<file path="src/sv/multilevel_priority_queue_bank_top_macros.svh">
// Assertion helpers used by the control block (mlpqb_ctrl) of the priority queue bank.
// Each macro samples on the rising edge of aclk and is off during reset.
`ifndef MULTILEVEL_PRIORITY_QUEUE_BANK_TOP_MACROS_SVH
`define MULTILEVEL_PRIORITY_QUEUE_BANK_TOP_MACROS_SVH

// A condition that holds at every clock edge.
`define MLPQB_ASSERT_ALWAYS(lbl, cond, msg) \
    lbl: assert property (@(posedge aclk) disable iff (!aresetn) (cond)) else $error(msg);

// A condition that, once seen, forces another one in the next cycle.
`define MLPQB_ASSERT_NEXT(lbl, ante, cons, msg) \
    lbl: assert property (@(posedge aclk) disable iff (!aresetn) (ante) |=> (cons)) \
        else $error(msg);

`endif

</file>
<file path="src/sv/mlpqb_pkg.sv">
`timescale 1ns / 1ps

package mlpqb_pkg;

    // Bank geometry.
    localparam int QUEUE_DEPTH = 64;
    localparam int USER_LEVELS = 5;
    localparam int REF_WIDTH   = 16;
    localparam int NUM_QUEUES  = USER_LEVELS + 1;
    localparam int SLOT_COUNT  = NUM_QUEUES * QUEUE_DEPTH;

    // Derived widths.
    localparam int PTR_W  = (QUEUE_DEPTH > 1) ? $clog2(QUEUE_DEPTH) : 1;
    localparam int CNT_W  = $clog2(QUEUE_DEPTH + 1);
    localparam int QSEL_W = $clog2(NUM_QUEUES);
    localparam int ADDR_W = $clog2(SLOT_COUNT);
    localparam int QID_W  = 3;
    localparam int STAT_W = 2;

    // Stream payload widths, padded to whole bytes.
    localparam int S_DATA_BITS = REF_WIDTH + 2 * QID_W;
    localparam int S_DATA_W    = ((S_DATA_BITS + 7) / 8) * 8;
    localparam int M_DATA_BITS = REF_WIDTH + CNT_W;
    localparam int M_DATA_W    = ((M_DATA_BITS + 7) / 8) * 8;

    // Command codes.
    localparam logic CMD_ENQUEUE = 1'b0;
    localparam logic CMD_DEQUEUE = 1'b1;

    // Result status codes.
    typedef enum logic [STAT_W-1:0] {
        ST_OK      = 2'd0,
        ST_FULL    = 2'd1,
        ST_INVALID = 2'd2,
        ST_EMPTY   = 2'd3
    } status_t;

    // One access to the slot memory.
    typedef struct packed {
        logic                 wr_en;
        logic                 rd_en;
        logic [ADDR_W-1:0]    addr;
        logic [REF_WIDTH-1:0] wdata;
    } ram_req_t;

    // Outcome of one operation, known in the cycle of acceptance.
    typedef struct packed {
        status_t          status;
        logic [CNT_W-1:0] occ;
        logic             rd;
    } op_result_t;

endpackage

</file>
<file path="src/sv/mlpqb_ctrl.sv">
`timescale 1ns / 1ps
`include "multilevel_priority_queue_bank_top_macros.svh"

module mlpqb_ctrl
    import mlpqb_pkg::*;
(
    input  logic                 aclk,
    input  logic                 aresetn,
    input  logic                 accept,
    input  logic                 cmd,
    input  logic [REF_WIDTH-1:0] process_ref,
    input  logic [QID_W-1:0]     priority_req,
    input  logic [QID_W-1:0]     queue_index,
    output ram_req_t             ram_req,
    output op_result_t           result
);

    logic [PTR_W-1:0] head_reg  [NUM_QUEUES];
    logic [PTR_W-1:0] head_next [NUM_QUEUES];
    logic [PTR_W-1:0] tail_reg  [NUM_QUEUES];
    logic [PTR_W-1:0] tail_next [NUM_QUEUES];
    logic [CNT_W-1:0] cnt_reg   [NUM_QUEUES];
    logic [CNT_W-1:0] cnt_next  [NUM_QUEUES];

    logic [QID_W-1:0]  target;
    logic              target_ok;
    logic [QSEL_W-1:0] qsel;
    logic [PTR_W-1:0]  ptr;
    logic [PTR_W-1:0]  ptr_adv;
    logic [CNT_W-1:0]  cnt_cur;

    // Pick the target queue and its current state.
    assign target    = (cmd == CMD_ENQUEUE) ? priority_req : queue_index;
    assign target_ok = (target <= QID_W'(USER_LEVELS));
    assign qsel      = QSEL_W'(target);
    assign cnt_cur   = target_ok ? cnt_reg[qsel] : '0;
    assign ptr       = (cmd == CMD_ENQUEUE) ? tail_reg[qsel] : head_reg[qsel];
    assign ptr_adv   = (ptr == PTR_W'(QUEUE_DEPTH - 1)) ? '0 : ptr + PTR_W'(1);

    // Decide the operation and the pointer and count updates.
    always_comb begin
        head_next     = head_reg;
        tail_next     = tail_reg;
        cnt_next      = cnt_reg;
        ram_req.wr_en = 1'b0;
        ram_req.rd_en = 1'b0;
        ram_req.addr  = ADDR_W'(qsel) * ADDR_W'(QUEUE_DEPTH) + ADDR_W'(ptr);
        ram_req.wdata = process_ref;
        result.status = ST_OK;
        result.occ    = '0;
        result.rd     = 1'b0;
        if (!target_ok) begin
            result.status = ST_INVALID;
        end else if (cmd == CMD_ENQUEUE) begin
            if (cnt_cur >= CNT_W'(QUEUE_DEPTH)) begin
                result.status = ST_FULL;
                result.occ    = cnt_cur;
            end else begin
                result.occ    = cnt_cur + CNT_W'(1);
                ram_req.wr_en = accept;
                if (accept) begin
                    tail_next[qsel] = ptr_adv;
                    cnt_next[qsel]  = cnt_cur + CNT_W'(1);
                end
            end
        end else begin
            if (cnt_cur == '0) begin
                result.status = ST_EMPTY;
            end else begin
                result.occ    = cnt_cur - CNT_W'(1);
                result.rd     = 1'b1;
                ram_req.rd_en = accept;
                if (accept) begin
                    head_next[qsel] = ptr_adv;
                    cnt_next[qsel]  = cnt_cur - CNT_W'(1);
                end
            end
        end
    end

    // Per-queue pointer and count registers.
    always_ff @(posedge aclk) begin
        if (!aresetn) begin
            for (int i = 0; i < NUM_QUEUES; i++) begin
                head_reg[i] <= '0;
                tail_reg[i] <= '0;
                cnt_reg[i]  <= '0;
            end
        end else begin
            head_reg <= head_next;
            tail_reg <= tail_next;
            cnt_reg  <= cnt_next;
        end
    end

    `MLPQB_ASSERT_ALWAYS(a_rw_exclusive, !(ram_req.wr_en && ram_req.rd_en), "slot read and write in one cycle")
    `MLPQB_ASSERT_ALWAYS(a_access_ok, !(ram_req.wr_en || ram_req.rd_en) || (result.status == ST_OK), "slot access on a failed operation")
    `MLPQB_ASSERT_NEXT(a_enq_count, accept && ram_req.wr_en && (qsel == QSEL_W'(0)), cnt_reg[0] == $past(result.occ), "enqueue count update lost")

endmodule
</file>
<file path="config.mk">
export PLATFORM = sky130hd
export DESIGN_NAME = mlpqb_ctrl
export DESIGN_NICKNAME = d
export VERILOG_FILES = /design/src/sv/mlpqb_pkg.sv /design/src/sv/mlpqb_ctrl.sv
export VERILOG_INCLUDE_DIRS = /design/src /design/src/sv
export SDC_FILE = /design/constraint.sdc
export NUM_CORES = 1
export LEC_CHECK = 0
export ABC_AREA = 1
export BUFFER_PORTS_ARGS = -buffer_cell sky130_fd_sc_hd__buf_2
export CAP_MARGIN = 25
export CORE_MARGIN = 2
export CORE_UTILIZATION = 55
export DETAILED_ROUTE_END_ITERATION = 7
export GPL_TIMING_DRIVEN = 0
export PLACE_DENSITY = 0.75
export RECOVER_POWER = 50
export SETUP_SLACK_MARGIN = 0.2
export SLEW_MARGIN = 25
export SYNTH_ARGS = -nofsm -noshare
export SYNTH_HDL_FRONTEND = slang
export SYNTH_SLANG_ARGS = --single-unit
</file>
<file path="constraint.sdc">
create_clock -name aclk -period 5.8 [get_ports aclk]
set_input_delay 0.29 -clock aclk [delete_from_list [all_inputs] [get_ports aclk]]
set_output_delay 0.29 -clock aclk [all_outputs]
set_load 0.02 [all_outputs]
</file>
==> flow_summary.yaml, run 1 <==
worst_setup_path:
  critical_path_arrival_ns: 4.08
  required_ns: 5.51
  timing.reg2reg.worst_path_depth: 14
  worst_path_maximum_fanout: 10
  setup.worst_path.class: "input port to output port"
  timing.critical_path.from_type: "input port"
  critical_path.endpoint_type: "output port"
job:
  count_of_maximum_capacitance_violations: 0
power_and_ir_drop:
  p_switching_mw: 0.705
  vdd.ir_drop.worst_v: 0.000191
  pwr-share-seq: 0.360
  pwr-share-clk: 0.439
  share_comb_of_total_power: 0.201
  total_power_mw: 2.27
  power.static_leakage_nw: 3.54
  power_per_cell_area_nw_per_um2: 299
  p_int_mw: 1.57
  switching_share: 0.310
yosys:
  synth.top_cells.by_count: "229 x nand2_1, 151 x nor2_1, 114 x dfxtp_1, 97 x inv_1, 81 x o21ai_0"
  synth_top_cell_area_share: 0.341
  netlist_instances: 999
  synth_area_um2: 6690
  netlist.top_cell.by_area: "dfxtp_1"
  ys_types: 40
  postSynthNetCount: 1029
  yosys_warnings: 0
  yosys.cell_count.top_type: "nand2_1"
  synthFlopType: "dfxtp_1"
  postSynthAreaPerCell_um2: 6.69
  synth_sequential_area_ratio: 0.341
  synth-edff-count: 0
  top_post_synthesis_cells_by_area: "dfxtp_1 34%, nand2_1 13%, nor2_1 8.5%"
  async_flop_share: 0
  postSynthRegisterBits: 114
drt:
  route.final.wire_length_um: 19700
  routedWlPerCell_um: 16.1
  vias_per_cell: 5.42
  antenna_left: 0
  first_iter_violations: 924
  number_of_remaining_drc_errors: 0
  drt_first_pass_iters: 5
  vias: 6631
die:
  core-area_um2: 12000
  chipWidth_um: 114
  die-area_um2: 13100
  top_level_ports: 63
  start_util: 0.559
  placement_rows: 40
  chipHeight_um: 114
outcome:
  status: "finished, final reports clean"
clock_network:
  numCtsBuffers: 17
  clk_transition_reported_paths_ns: 0.05
  ctsLongestPathBuffers: 2
  numClockSinks: 114
  post_cts_buffers: 0
  clock_tree_from_tritoncts: "built"
  cts_hold_buffers: 0
  clock_insertion_delay_worst_skew_ns: 0.43
  cts_root_buffer: "clkbuf_16"
  postCtsResizedCells: 0
  htreeDepth: 4
global_routing:
  grt_start_max_net_pins: 17
  gr-usage-all-layers: 0.309
  grt_first_pass_wirelength_um: 31000
  vias_in_the_first_global_route: 5749
  antenna_found_initial: 0
  grt_overflow: 0
placement:
  io_buffers: 46
  post-dp-hpwl_um: 14100
  pre_cts_ws_ns: 2.26
  place_inst: 1192
  place.gp.congestion: 0.954
timing:
  post-route-min-period_ns: 4.37
  setup_ws_ns: 1.43
  final_clock_skew_ns: 0.0105
  setup_viol: 0
  max_freq_mhz: 229
  setup-tns-final_ns: 0
  total_count_of_max_transition_violations_in_the_final_report: 0
  timing_hold_violations_final: 0
  rsz_0062_raised_after_global_routing: "no"
  post-route-period-util: 0.754
  slew_headroom: 0.515
  finalHoldWorstSlack_ns: 0.294
  tightest_slew_ns: 0.728
final_layout:
  finalNetCount: 1094
  drive_gt1_frac: 0.157
  n_antenna_cell: 0
  layout-area-overhead-vs-synth_pct: 13.6
  filler_cell_count: 1120
  fin_cells: 1224
hold_path:
  min_path_cells: 4
  worst_hold_path_type: "input port to register"
logic make-up after synthesis:
family | count (synthesis) | share of synthesized area
compound gates | 168 | 0.132
xor+xnor | 5 | 0.00655
fa+ha+maj | 4 | 0.00749
buf+inv | 175 | 0.125
flops | 114 | 0.341
simple gates | 533 | 0.387
worst paths after layout:
check / startpoint / endpoint / slack (ns)
worst min register to register: head_reg[14] / head_reg[14] / 0.47
worst max-delay path: cmd / result[7] / 1.43
worst max register to register: register / head_reg[35] / 3.26
worst min-delay path: aresetn / head_reg[27] / 0.29
cell type report:
class	instances	area [um^2]	area share
plain buffers	55	365	0.0481
clock buffers	23	488	0.0643
clock inverters	9	80.1	0.0105
inverters	120	455	0.0600
multi-input cells	710	3530	0.465
flip-flops and latches	114	2280	0.301
well taps	147	184	0.0242
repair buffers	46	208	0.0274
routing by layer:
layer	up-vias	track usage	wire length (um)
li1	3298	-	-
met1	2973	0.444	8910
met2	315	0.451	8340
met3	45	0.0688	1950
met4	0	0.121	522
met5	-	0	0
critical path, stage by stage:
cell	delay, ns
clkbuf_1	0.14
inv_1	0.42
nand2_1	0.11
nand2_1	0.21
clkbuf_1	0.59
nand2_1	0.30
inv_1	0.10
nand3_1	0.16
nand4_4	0.21
clkinv_1	0.32
ha_1	0.31
inv_1	0.09
nor2_4	0.07
nand2_8	0.14
nand2_1	0.10
inv_1	0.10
nand3_1	0.07
a21oi_1	0.13
buf_2	0.19
power groups by stage:
stage | combinational (mW) | clock [mW] | sequential (mW)
2_1_floorplan | 0.330 | 0 | 0.829
3_3_place_gp | 0.449 | 0 | 0.832
3_5_place_dp | 0.454 | 0 | 0.832
4_1_cts | 0.457 | 1.00 | 0.816
5_1_grt | 0.496 | 1.04 | 0.818
6_report | 0.457 | 0.998 | 0.817
per-stage QoR:
step / instance area, um^2 / utilization
final: 7590 / 0.635
after global placement: 7100 / 0.594
after CTS: 7670 / 0.641
after detailed placement: 7100 / 0.594
after global routing: 7590 / 0.635
after floorplan: 6690 / -
layout by cell type, fill, tap and decap left out, types with 10 or more instances in the layout:
cell type | netlist | layout
nand2_1 | 229 | 233
nor2_1 | 151 | 155
dfxtp_1 | 114 | 114
inv_1 | 97 | 99
o21ai_0 | 81 | 83
nand3_1 | 78 | 79
a21oi_1 | 56 | 56
clkbuf_1 | 12 | 37
buf_2 | 9 | 35
inv_2 | 21 | 19
buf_4 | 20 | 18
clkbuf_16 | 0 | 17
nand2_2 | 17 | 14
o21ai_1 | 14 | 12
buf_6 | 12 | 11
nand2_4 | 11 | 10
Note: power is estimated with default switching activity, not from simulation.
==> run 2: changes to the inputs <==
Clock period 5.8 ns to 4.45 ns, I/O delays scaled along.
==> run 2 against run 1 <==
Final area increased by 0.12%. Register-to-register slack got worse by 1.4 ns. Utilization increased by 0.073 points. Via count decreased by 0.12%. Critical path depth unchanged. Routed wire length decreased by 0.26%.
==> flow_summary.yaml, run 2 (same netlist as run 1, synthesis figures left out) <==
outcome:
  status: "finished, final reports clean"
die:
  core-area_um2: 12000
  start_util: 0.559
  placement_rows: 40
  chipHeight_um: 114
  die-area_um2: 13100
  top_level_ports: 63
  chipWidth_um: 114
worst_setup_path:
  worst_path_maximum_fanout: 10
  critical_path_arrival_ns: 3.50
  critical_path.endpoint_type: "output port"
  worstSetupStartpoint: "cmd"
  required_ns: 4.23
  setup.worst_path.class: "input port to output port"
  timing.critical_path.from_type: "input port"
final_layout:
  layout.area.seq_um2: 2280
  final_core_utilization: 0.635
  drive_gt1_frac: 0.158
  post-route-cell-area_um2: 7600
  n_antenna_cell: 0
  layout.cells.most_common: "nand2_1"
  layout-area-overhead-vs-synth_pct: 13.7
  filler_cell_count: 1120
  multiInputGateArea_um2: 3530
  finalNetCount: 1094
  final_cell_mix: "233 x nand2_1, 155 x nor2_1, 114 x dfxtp_1"
timing:
  slew_headroom: 0.555
  post-route-period-util: 0.836
  setup-tns-final_ns: 0
  setup_ws_ns: 0.729
  rsz_0062_raised_after_global_routing: "no"
  post-route-min-period_ns: 3.72
  timing_hold_violations_final: 0
  finalHoldWorstSlack_ns: 0.230
  max_freq_mhz: 269
  tightest_slew_ns: 0.668
  setup_viol: 0
  total_count_of_max_transition_violations_in_the_final_report: 0
  final_clock_skew_ns: 0.00810
placement:
  io_buffers: 46
  pre_cts_ws_ns: 1.04
  detailed_place.area_um2: 7100
  post-dp-hpwl_um: 14100
  place.gp.congestion: 0.954
drt:
  routedWlPerCell_um: 16.1
  number_of_remaining_drc_errors: 0
  route.final.wire_length_um: 19700
  antenna_left: 0
  vias: 6623
  vias_per_cell: 5.41
  drt_first_pass_iters: 5
  first_iter_violations: 832
clock_network:
  numCtsBuffers: 17
  clk_transition_reported_paths_ns: 0.05
  ctsLongestPathBuffers: 2
  numClockSinks: 114
  postCtsResizedCells: 0
  clock_insertion_delay_worst_skew_ns: 0.42
  cts_hold_buffers: 0
  clock_tree_from_tritoncts: "built"
  htreeDepth: 4
  cts_root_buffer: "clkbuf_16"
  post_cts_buffers: 0
power_and_ir_drop:
  power.static_leakage_nw: 3.55
  vdd.ir_drop.worst_v: 0.000247
  power_per_cell_area_nw_per_um2: 390
hold_path:
  worst_hold_path_type: "input port to register"
  holdCritStartpoint: "aresetn"
global_routing:
  gr-usage-all-layers: 0.309
  grt_first_pass_wirelength_um: 31000
  antenna_found_initial: 0
  grt_start_max_net_pins: 17
  grt_overflow: 0
  vias_in_the_first_global_route: 5749
job:
  count_of_maximum_capacitance_violations: 0
-- run 2: per-stage QoR --
stage               std cells  power (mW)
floorplan                 999        1.51
global placement         1192        1.67
detailed placement       1192        1.68
CTS                      1224        2.96
global route             1224        3.07
finish                   1224        2.96
-- run 2: routing by layer --
metal | vias to the layer above | GRT usage | routed length, um
met5 | - | 0 | 0
met2 | 320 | 0.451 | 8340
li1 | 3302 | - | -
met1 | 2958 | 0.444 | 8780
met4 | 0 | 0.121 | 537
met3 | 43 | 0.0688 | 2010
-- run 2: final timing paths --
path / end / slack (ns) / cells after the start
worst max-delay path: result[7] / 0.73 / 19
worst min register to register: head_reg[26] / 0.47 / 2
worst max register to register: head_reg[29] / 1.89 / 14
worst min-delay path: head_reg[27] / 0.23 / 4
-- run 2: area by class of cell --
| type | instances | share of cell area |
|---|---|---|
| plain buffers | 55 | 0.0492 |
| repair buffers | 46 | 0.0273 |
| well taps | 147 | 0.0242 |
| clock inverters | 9 | 0.0105 |
| flip-flops and latches | 114 | 0.300 |
| inverters | 120 | 0.0599 |
| multi-input cells | 710 | 0.464 |
| clock buffers | 23 | 0.0642 |
-- run 2: power breakdown --
part / internal, mW / switching, mW / leakage (nW) / total (mW)
clock network: 0.821 / 0.480 / 0.271 / 1.30
registers: 1.05 / 0.0137 / 0.922 / 1.06
logic: 0.172 / 0.424 / 2.36 / 0.597
-- run 2: worst max-delay path, cell delays in order --
cell	delay, ns
clkbuf_1	0.14
inv_1	0.42
nand2_1	0.11
nand2_1	0.22
buf_6	0.21
nand2_1	0.16
inv_1	0.08
nand3_1	0.16
nand4_4	0.22
clkinv_1	0.33
ha_1	0.32
inv_1	0.09
nor2_4	0.07
nand2_8	0.14
nand2_1	0.10
inv_1	0.09
nand3_1	0.07
a21oi_1	0.13
buf_2	0.19
